--- src/mdfta_pkg.sv ---
package mdfta_pkg;

   localparam int unsigned CYC_W   = 32;
   localparam int unsigned FREQ_W  = 32;
   localparam int unsigned CNT_W   = 64;
   localparam int unsigned SEL_W   = 3;
   localparam int unsigned CSR_A_W = 8;
   localparam int unsigned FREQ_REGS = 4;
   localparam logic [31:0] NS_PER_SEC = 32'd1_000_000_000;
   localparam logic [31:0] SYS_FREQ_RST = 32'd8_000_000;

   localparam logic [CSR_A_W-1:0] REG_SYS_FREQ = 8'd0;
   localparam logic [CSR_A_W-1:0] REG_DOM0     = 8'd1;
   localparam logic [CSR_A_W-1:0] REG_DOM3     = 8'd4;

   localparam logic CMD_ADVANCE = 1'b0;
   localparam logic CMD_TAKE    = 1'b1;

   typedef enum logic [3:0] {
      ST_IDLE,
      ST_NS_MUL,
      ST_NS_DIV,
      ST_NS_WB,
      ST_DOM_CHK,
      ST_DOM_MUL,
      ST_DOM_DIV,
      ST_DOM_WB,
      ST_TAKE,
      ST_RESP
   } state_type;

   typedef struct packed {
      logic load;
      logic mul_ns;
      logic mul_dom;
      logic div_start;
      logic wb_ns;
      logic wb_dom;
      logic take;
      logic next_idx;
   } ctrl_type;

   typedef struct packed {
      logic div_done;
      logic cmd_take;
      logic dom_en;
      logic idx_end;
   } stat_type;

endpackage

--- src/mdfta_ctrl.sv ---
module mdfta_ctrl (
   input  logic                 clock,
   input  logic                 reset,
   input  logic                 start,
   output logic                 busy,
   output logic                 rsp_strobe,
   output mdfta_pkg::ctrl_type  ctrl,
   input  mdfta_pkg::stat_type  stat
);

   mdfta_pkg::state_type state_ff, state_in;

   always_ff @(posedge clock) begin
      if (reset) begin
         state_ff <= mdfta_pkg::ST_IDLE;
      end else begin
         state_ff <= state_in;
      end
   end

   always_comb begin
      state_in = state_ff;
      ctrl     = '0;
      case (state_ff)
         mdfta_pkg::ST_IDLE: begin
            if (start) begin
               ctrl.load = 1'b1;
               state_in  = mdfta_pkg::ST_NS_MUL;
            end
         end
         mdfta_pkg::ST_NS_MUL: begin
            if (stat.cmd_take) begin
               state_in = mdfta_pkg::ST_TAKE;
            end else begin
               ctrl.mul_ns = 1'b1;
               state_in    = mdfta_pkg::ST_NS_DIV;
            end
         end
         mdfta_pkg::ST_NS_DIV: begin
            ctrl.div_start = 1'b1;
            state_in       = mdfta_pkg::ST_NS_WB;
         end
         mdfta_pkg::ST_NS_WB: begin
            if (stat.div_done) begin
               ctrl.wb_ns = 1'b1;
               state_in   = mdfta_pkg::ST_DOM_CHK;
            end
         end
         mdfta_pkg::ST_DOM_CHK: begin
            if (stat.idx_end) begin
               state_in = mdfta_pkg::ST_RESP;
            end else if (stat.dom_en) begin
               ctrl.mul_dom = 1'b1;
               state_in     = mdfta_pkg::ST_DOM_MUL;
            end else begin
               ctrl.next_idx = 1'b1;
            end
         end
         mdfta_pkg::ST_DOM_MUL: begin
            ctrl.div_start = 1'b1;
            state_in       = mdfta_pkg::ST_DOM_DIV;
         end
         mdfta_pkg::ST_DOM_DIV: begin
            if (stat.div_done) begin
               state_in = mdfta_pkg::ST_DOM_WB;
            end
         end
         mdfta_pkg::ST_DOM_WB: begin
            ctrl.wb_dom   = 1'b1;
            ctrl.next_idx = 1'b1;
            state_in      = mdfta_pkg::ST_DOM_CHK;
         end
         mdfta_pkg::ST_TAKE: begin
            ctrl.take = 1'b1;
            state_in  = mdfta_pkg::ST_RESP;
         end
         mdfta_pkg::ST_RESP: begin
            state_in = mdfta_pkg::ST_IDLE;
         end
         default: begin
            state_in = mdfta_pkg::ST_IDLE;
         end
      endcase
   end

   assign busy       = state_ff != mdfta_pkg::ST_IDLE;
   assign rsp_strobe = state_ff == mdfta_pkg::ST_RESP;

   a_accept_busy: assert property (@(posedge clock) disable iff (reset)
      (start && !busy) |=> busy)
      else $error("accepted command did not raise busy");

   a_strobe_single: assert property (@(posedge clock) disable iff (reset)
      rsp_strobe |=> !rsp_strobe)
      else $error("response strobe held longer than one cycle");

   a_strobe_idle: assert property (@(posedge clock) disable iff (reset)
      rsp_strobe |=> !busy)
      else $error("controller not idle after response");

   a_wb_after_done: assert property (@(posedge clock) disable iff (reset)
      (ctrl.wb_ns || ctrl.wb_dom) |-> !ctrl.div_start)
      else $error("write-back overlaps divider start");

endmodule

--- config.mk ---
export PLATFORM = sky130hd
export DESIGN_NAME = mdfta_ctrl
export DESIGN_NICKNAME = d
export VERILOG_FILES = /design/src/mdfta_pkg.sv /design/src/mdfta_ctrl.sv
export SDC_FILE = /design/constraint.sdc
export NUM_CORES = 1
export LEC_CHECK = 0
export ABC_AREA = 1
export BUFFER_PORTS_ARGS = -buffer_cell sky130_fd_sc_hd__buf_2
export CAP_MARGIN = 30
export CORE_AREA = 2 2 39 41
export DETAILED_ROUTE_END_ITERATION = 6
export DIE_AREA = 0 0 41 43
export SYNTH_ARGS = -nofsm -noshare
export SYNTH_HDL_FRONTEND = slang
export SYNTH_SLANG_ARGS = --single-unit
--- constraint.sdc ---
create_clock -name clock -period 2.7 [get_ports clock]
set_input_delay 0.135 -clock clock [delete_from_list [all_inputs] [get_ports clock]]
set_output_delay 0.135 -clock clock [all_outputs]
set_load 0.005 [all_outputs]
==> parameters.txt, run 1 <==
Parameter                              Value

Outcome
  Run status    completed

Critical path
  Worst setup path class    register to primary output
  Arrival time of data at the critical path endpoint    between 1 and 1.5 ns
  Crit start category    register
  Crit end category    primary output
  Required arrival time at the worst endpoint    between 2 and 3 ns
  CP max FO    7

STA
  Max Clk Rate    741.7 MHz
  Final Hold Fails    0
  Final setup violation count    0
  Fin. max-slew vios    0
  Worst-margin pin slew    0.2764 ns
  Final worst path period need    around 1.3 ns
  Period utilisation layout    0.4994
  Fin Setup TNS    0 ns
  RSZ-0062 raised after global routing    false
  Tightest slew margin relative to the limit    0.8156
  Worst Setup Slack, final    roughly 1.4 ns
  Worst Clk Skew    about 0.0038 ns

Layout
  Number of diodes added for antenna fixing    0
  Nets    94
  Most used cells in the layout excluding fill and tap cells    16 x nand2_1, 16 x buf_2, 11 x nor2_1
  Core utilization of the finished layout    0.3463
  Largest registers    state_ff (4)
  Number of flip-flops under the largest register name    4
  Finished Layout Cells    slightly above 100
  Proportion of layout cells with a drive suffix above 1    0.3412
  Register with the most flip-flops    state_ff
  Area growth, synth to finish    34.39%

Placed design
  Placed cells    98
  GP Congestion    between 0.7 and 0.8
  Worst setup slack after placement    1.471 ns
  HPWL Detailed    between 700 and 800 um
  # port buffers    16

Yosys
  Sequential fraction of the synthesis area    0.2246
  Netlist area before placement    356.6 sq um
  Yosys reg bits    4
  Post-synthesis instance total    66
  Synthesized Nets    73
  Distinct cell type count after synthesis    13
  Number of warnings printed during yosys synthesis    0
  Mean post-synth cell area    5.403 sq um

Routing
  Routed met1 length    roughly 440 um
  Uppermost metal layer occupied by signal nets    met3
  Number of routed nets with antenna violations    0
  Via total after detailed routing    449
  Detailed-route DRC error count    0
  Met2 WL post-DR    about 390 um
  Iteration-0 DRC Markers    11
  Wire length on met3    73 um
  Vias per std cell    between 4 and 5
  Number of iterations in the first detailed-routing pass    4
  Average wire length per cell after detail routing    8.851 um
  Final Routed Wirelength    894 um

Power and ir drop
  Leakage power    0.2985 nW
  Total power per unit cell area    approximately 1100 nW/um^2
  Total power    a little over 500 uW
  Max VDD drop    0.4032 mV

CTS
  Post-CTS Resized    0
  Clock latency of the later-clocked register in the worst-skew pair    approximately 0.24 ns
  H-Tree Level Count    1
  Clock slew seen by the registers of the worst setup and hold paths    0.04 ns
  Setup Buffers After CTS    0
  Hold_buf cts    0
  Clock tree root driver cell    clkbuf_4
  Clock sink count    4
  Clock Path Buffers    2
  CTS Buf Count    3
  CTS tree    done

Floorplan
  Starting density of the core    0.2577
  Y dimension of the die    around 43 um
  Number of rows created at floorplan    14
  Number of I/O pins    17
  Full die area    roughly 1800 sq um
  Core area    1384 sq um
  Die Width    between 40 and 50 um

GRT
  Largest net degree at the start of global routing    8
  Wire length of the first global-routing pass    roughly 1.5 mm
  Number of global-route vias before repair    383
  Global route total overflow    0
  Total global routing track utilization    0.1344
  Number of antenna violations at the first check in global routing    0

Hold path
  Hold WC Path Type    input pin to register

Run
  Number of max-cap violations    0
==> cell type report <==
cell class,count,area [sq um]
Clock buffer,3,22.52
Multi-Input combinational cell,50,231.5
Inverter,12,45.04
Tap cell,16,20.02
Timing Repair Buffer,16,80.08
Fill cell,169,904.6
Sequential cell,4,80.08
==> routing by layer <==
metal	up-vias	GRT usage
met5	-	0
met3	0	0.09424
met2	17	0.1750
met1	187	0.1731
li1	245	-
met4	0	0.04000
==> cell families (layout without fill, tap and decap cells) <==
group,count (synthesis),after routing,share of synthesized area
flip-flops,4,4,0.2246
AND/OR/NAND/NOR,45,45,0.5790
buffers and inverters,12,31,0.1263
AO/OA/AOI/OAI,5,5,0.07016
==> Yosys cell counts (all sizes together) <==
library cell,number,area share
dfxtp,4,0.22
nand4,1,0.018
nand2,18,0.20
nor4,1,0.018
a21oi,2,0.028
nand3,10,0.14
nor2,15,0.20
inv,12,0.13
o21ai,3,0.042
==> critical path, stage by stage (launching register included) <==
cell     delay [ns]
dfxtp_1        0.37
nor2_2         0.24
nand3_1        0.14
o21ai_0        0.09
buf_2          0.13
==> power by group <==
part | internal [mW] | switching, mW
Sequential | 0.0853 | 0.0411
Clock | 0.0498 | 0.0256
Combinational | 0.115 | 0.193
Total | 0.250 | 0.260
==> worst paths after layout <==
| kind | from | to | slack (ns) | cells past startpoint |
|---|---|---|---|---|
| worst max-delay path | state_ff[1] | ctrl[0] | 1.35 | 4 |
| worst min-delay path | reset | state_ff[1] | 0.17 | 4 |
| worst max register to register | state_ff[3] | state_ff[2] | 1.46 | 6 |
| worst min register to register | state_ff[2] | state_ff[2] | 0.56 | 2 |
==> per-stage QoR <==
step / hold slack (ns) / instance area, sq um
after floorplan: 0.3111 / 356.6
after global placement: 0.4137 / 456.7
after detailed placement: 0.4183 / 456.7
after CTS: 0.1646 / 479.2
after global routing: 0.1911 / 479.2
final: 0.1661 / 479.2
Power figures use the tool's default switching activity.
==> run 2: changes to the inputs <==
==> constraint.sdc (replaced) <==
create_clock -name clock -period 1.17 [get_ports clock]
set_input_delay 0.0585 -clock clock [delete_from_list [all_inputs] [get_ports clock]]
set_output_delay 0.0585 -clock clock [all_outputs]
set_load 0.005 [all_outputs]
==> run 2 against run 1 <==
Against the previous run:
- the run now ends with setup timing left
- flip-flop and latch count stayed put
- global-route usage is 0.29 points lower
- die area stayed put
- cell area is 25% higher
- cell count is 5.9% higher
- clock skew is 0.00055 ns lower
- hold slack worse by 0.078 ns
- critical path depth stayed put
- worst setup slack worse by 1.4 ns
- critical path type unchanged
==> parameters.txt, run 2 (synthesized netlist as in run 1, its figures left out) <==
Parameter                              Value

Floorplan
  Number of I/O pins    17
  Starting density of the core    0.2577
  Y dimension of the die    between 40 and 50 um
  Die Width    around 41 um
  Full die area    between 1500 and 2000 sq um
  Number of rows created at floorplan    14
  Core area    1384 sq um

Routing
  Detailed-route DRC error count    0
  Average wire length per cell after detail routing    a little over 10 um
  Final Routed Wirelength    around 1.1 mm
  Via total after detailed routing    a little under 500
  Iteration-0 DRC Markers    5
  Vias per std cell    around 4.5
  Number of iterations in the first detailed-routing pass    2
  Number of routed nets with antenna violations    0

GRT
  Largest net degree at the start of global routing    8
  Met2 track demand over resource    0.2031
  Total global routing track utilization    0.1315
  Met3 Resource Use GR    0.06283
  Most used routing layer in global routing    met2
  Global route total overflow    0
  M1 GR Usage    0.1447
  Number of antenna violations at the first check in global routing    0
  Number of global-route vias before repair    a little over 400
  Wire length of the first global-routing pass    1.545 mm

Critical path
  CP Depth    4
  Ordered cell list for the critical path    buf_6, inv_6, nor4_4, buf_2
  Crit start category    register
  Worst Reg-to-Reg Cells    8
  Required arrival time at the worst endpoint    1.11 ns
  CP max FO    3
  Crit path buf inv count    3
  Worst setup path class    register to primary output
  Crit-path slowest cell    dfxtp_2
  Critical Path Max Stage Delay    0.35 ns
  Top delay family on crit path    flip-flops
  Arrival time of data at the critical path endpoint    between 1 and 1.5 ns
  Crit end category    primary output

Placed design
  Cell area after placement    between 400 and 500 sq um
  Worst setup slack after placement    -0.02123 ns
  HPWL Detailed    around 760 um
  # port buffers    16
  GP Congestion    approximately 0.73

Layout
  Register with the most flip-flops    state_ff
  Number of diodes added for antenna fixing    0
  Number of flip-flops under the largest register name    4
  Nets    100
  Largest registers    state_ff (4)
  Area of all placed cells without fillers    596.8 sq um
  Core utilization of the finished layout    0.4313
  Proportion of layout cells with a drive suffix above 1    0.5385
  Most frequent standard cell in the layout excluding fill and tap cells    buf_2
  Area growth, synth to finish    67.37%
  Most used cells in the layout excluding fill and tap cells    16 x buf_2, 14 x nand2_1, 9 x nor2_1

STA
  Tightest slew margin relative to the limit    0.8787
  Worst-margin pin slew    0.1801 ns
  Period utilisation layout    1.022
  Final setup violation count    2
  RSZ-0062 raised after global routing    true
  Worst Hold Margin    approximately 0.09 ns
  Worst Setup Slack, final    -0.02620 ns
  Worst Clk Skew    0.003211 ns
  Final Hold Fails    0
  Fin. max-slew vios    0
  Final worst path period need    between 1 and 1.5 ns
  Max Clk Rate    836.0 MHz

CTS
  H-Tree Level Count    1
  CTS Buf Count    3
  Clock sink count    4
  Clock tree root driver cell    clkbuf_4
  Clock slew seen by the registers of the worst setup and hold paths    approximately 0.040 ns
  Clock latency of the later-clocked register in the worst-skew pair    between 0.2 and 0.25 ns
  CTS tree    done
  Clock Path Buffers    2

Run
  Number of max-cap violations    0

Power and ir drop
  Leakage power    roughly 0.34 nW
  Switching power of the nets    759.4 uW
  Total power    between 1.5 and 2 mW
  Sequential share of power    0.223
  Total internal power    roughly 770 uW
  Sw Ratio    0.4954
  Logic gate share of total power    0.666
  Max VDD drop    between 0.9 and 1 mV
  Power share of the clock group    0.111
  Total power per unit cell area    between 2000 and 3000 nW/um^2

Outcome
  Violated checks    setup timing
  Run status    finished, violations left

Hold path
  Min-Delay Path Depth    4
  Hold WC Path Type    input pin to register
-- run 2: changes by cell type in the layout (fill, tap and decap cells not counted), moves of 3 or more --
cell     change
nand3_1      -3
buf_4        +5
nand3_2      +3
dfxtp_1      -4
-- run 2: what timing repair did --
action	4_1_cts	5_1_grt
gates resized for setup	10	13
setup buffers	0	2
hold buffers	0	0
endpoints found under the setup margin	10	10
pin swaps	2	3
-- run 2: power by group through the flow --
stage | Sequential [mW] | Clock, mW | Combinational [mW]
6_report | 0.343 | 0.169 | 1.02
5_1_grt | 0.350 | 0.192 | 1.13
4_1_cts | 0.315 | 0.177 | 0.840
3_5_place_dp | 0.279 | 0 | 0.794
3_3_place_gp | 0.280 | 0 | 0.800
2_1_floorplan | 0.278 | 0 | 0.513
-- run 2: per-layer routing --
metal | vias up | routed length (um)
met2 | 9 | 567
li1 | 257 | -
met3 | 0 | 40
met4 | 0 | 0
met1 | 220 | 469
met5 | - | 0
-- run 2: final cells by class --
| type | instances | area [sq um] |
|---|---|---|
| clock buffer | 3 | 22.52 |
| fill | 150 | 787.0 |
| sequential | 4 | 90.09 |
| multi-input combinational | 50 | 285.3 |
| inverter | 12 | 50.05 |
| tap | 16 | 20.02 |
| timing repair buffer | 22 | 128.9 |
-- run 2: worst paths after layout --
path	startpoint	endpoint	slack, ns
worst min register to register	state_ff[0]	state_ff[0]	0.57
worst max-delay path	state_ff[3]	rsp_strobe	-0.03
worst min-delay path	reset	state_ff[1]	0.09
worst max register to register	state_ff[3]	state_ff[2]	0.02
-- run 2: stage by stage --
step	cells	setup TNS (ns)
3_3_place_gp	102	-0.06248
6_report	107	-0.04029
4_1_cts	105	-0.1163
3_5_place_dp	102	-0.02123
2_1_floorplan	66	0
5_1_grt	107	-0.6225
-- run 2: worst reg2reg max path: stages, from the launching register on --
cell and delay [ns]:
dfxtp_2 0.35, buf_6 0.13, nor2_4 0.05, nand2_1 0.09, nand2_1 0.10, nor2_1 0.14
nand3_1 0.08, nand2_1 0.06, nor2_1 0.04
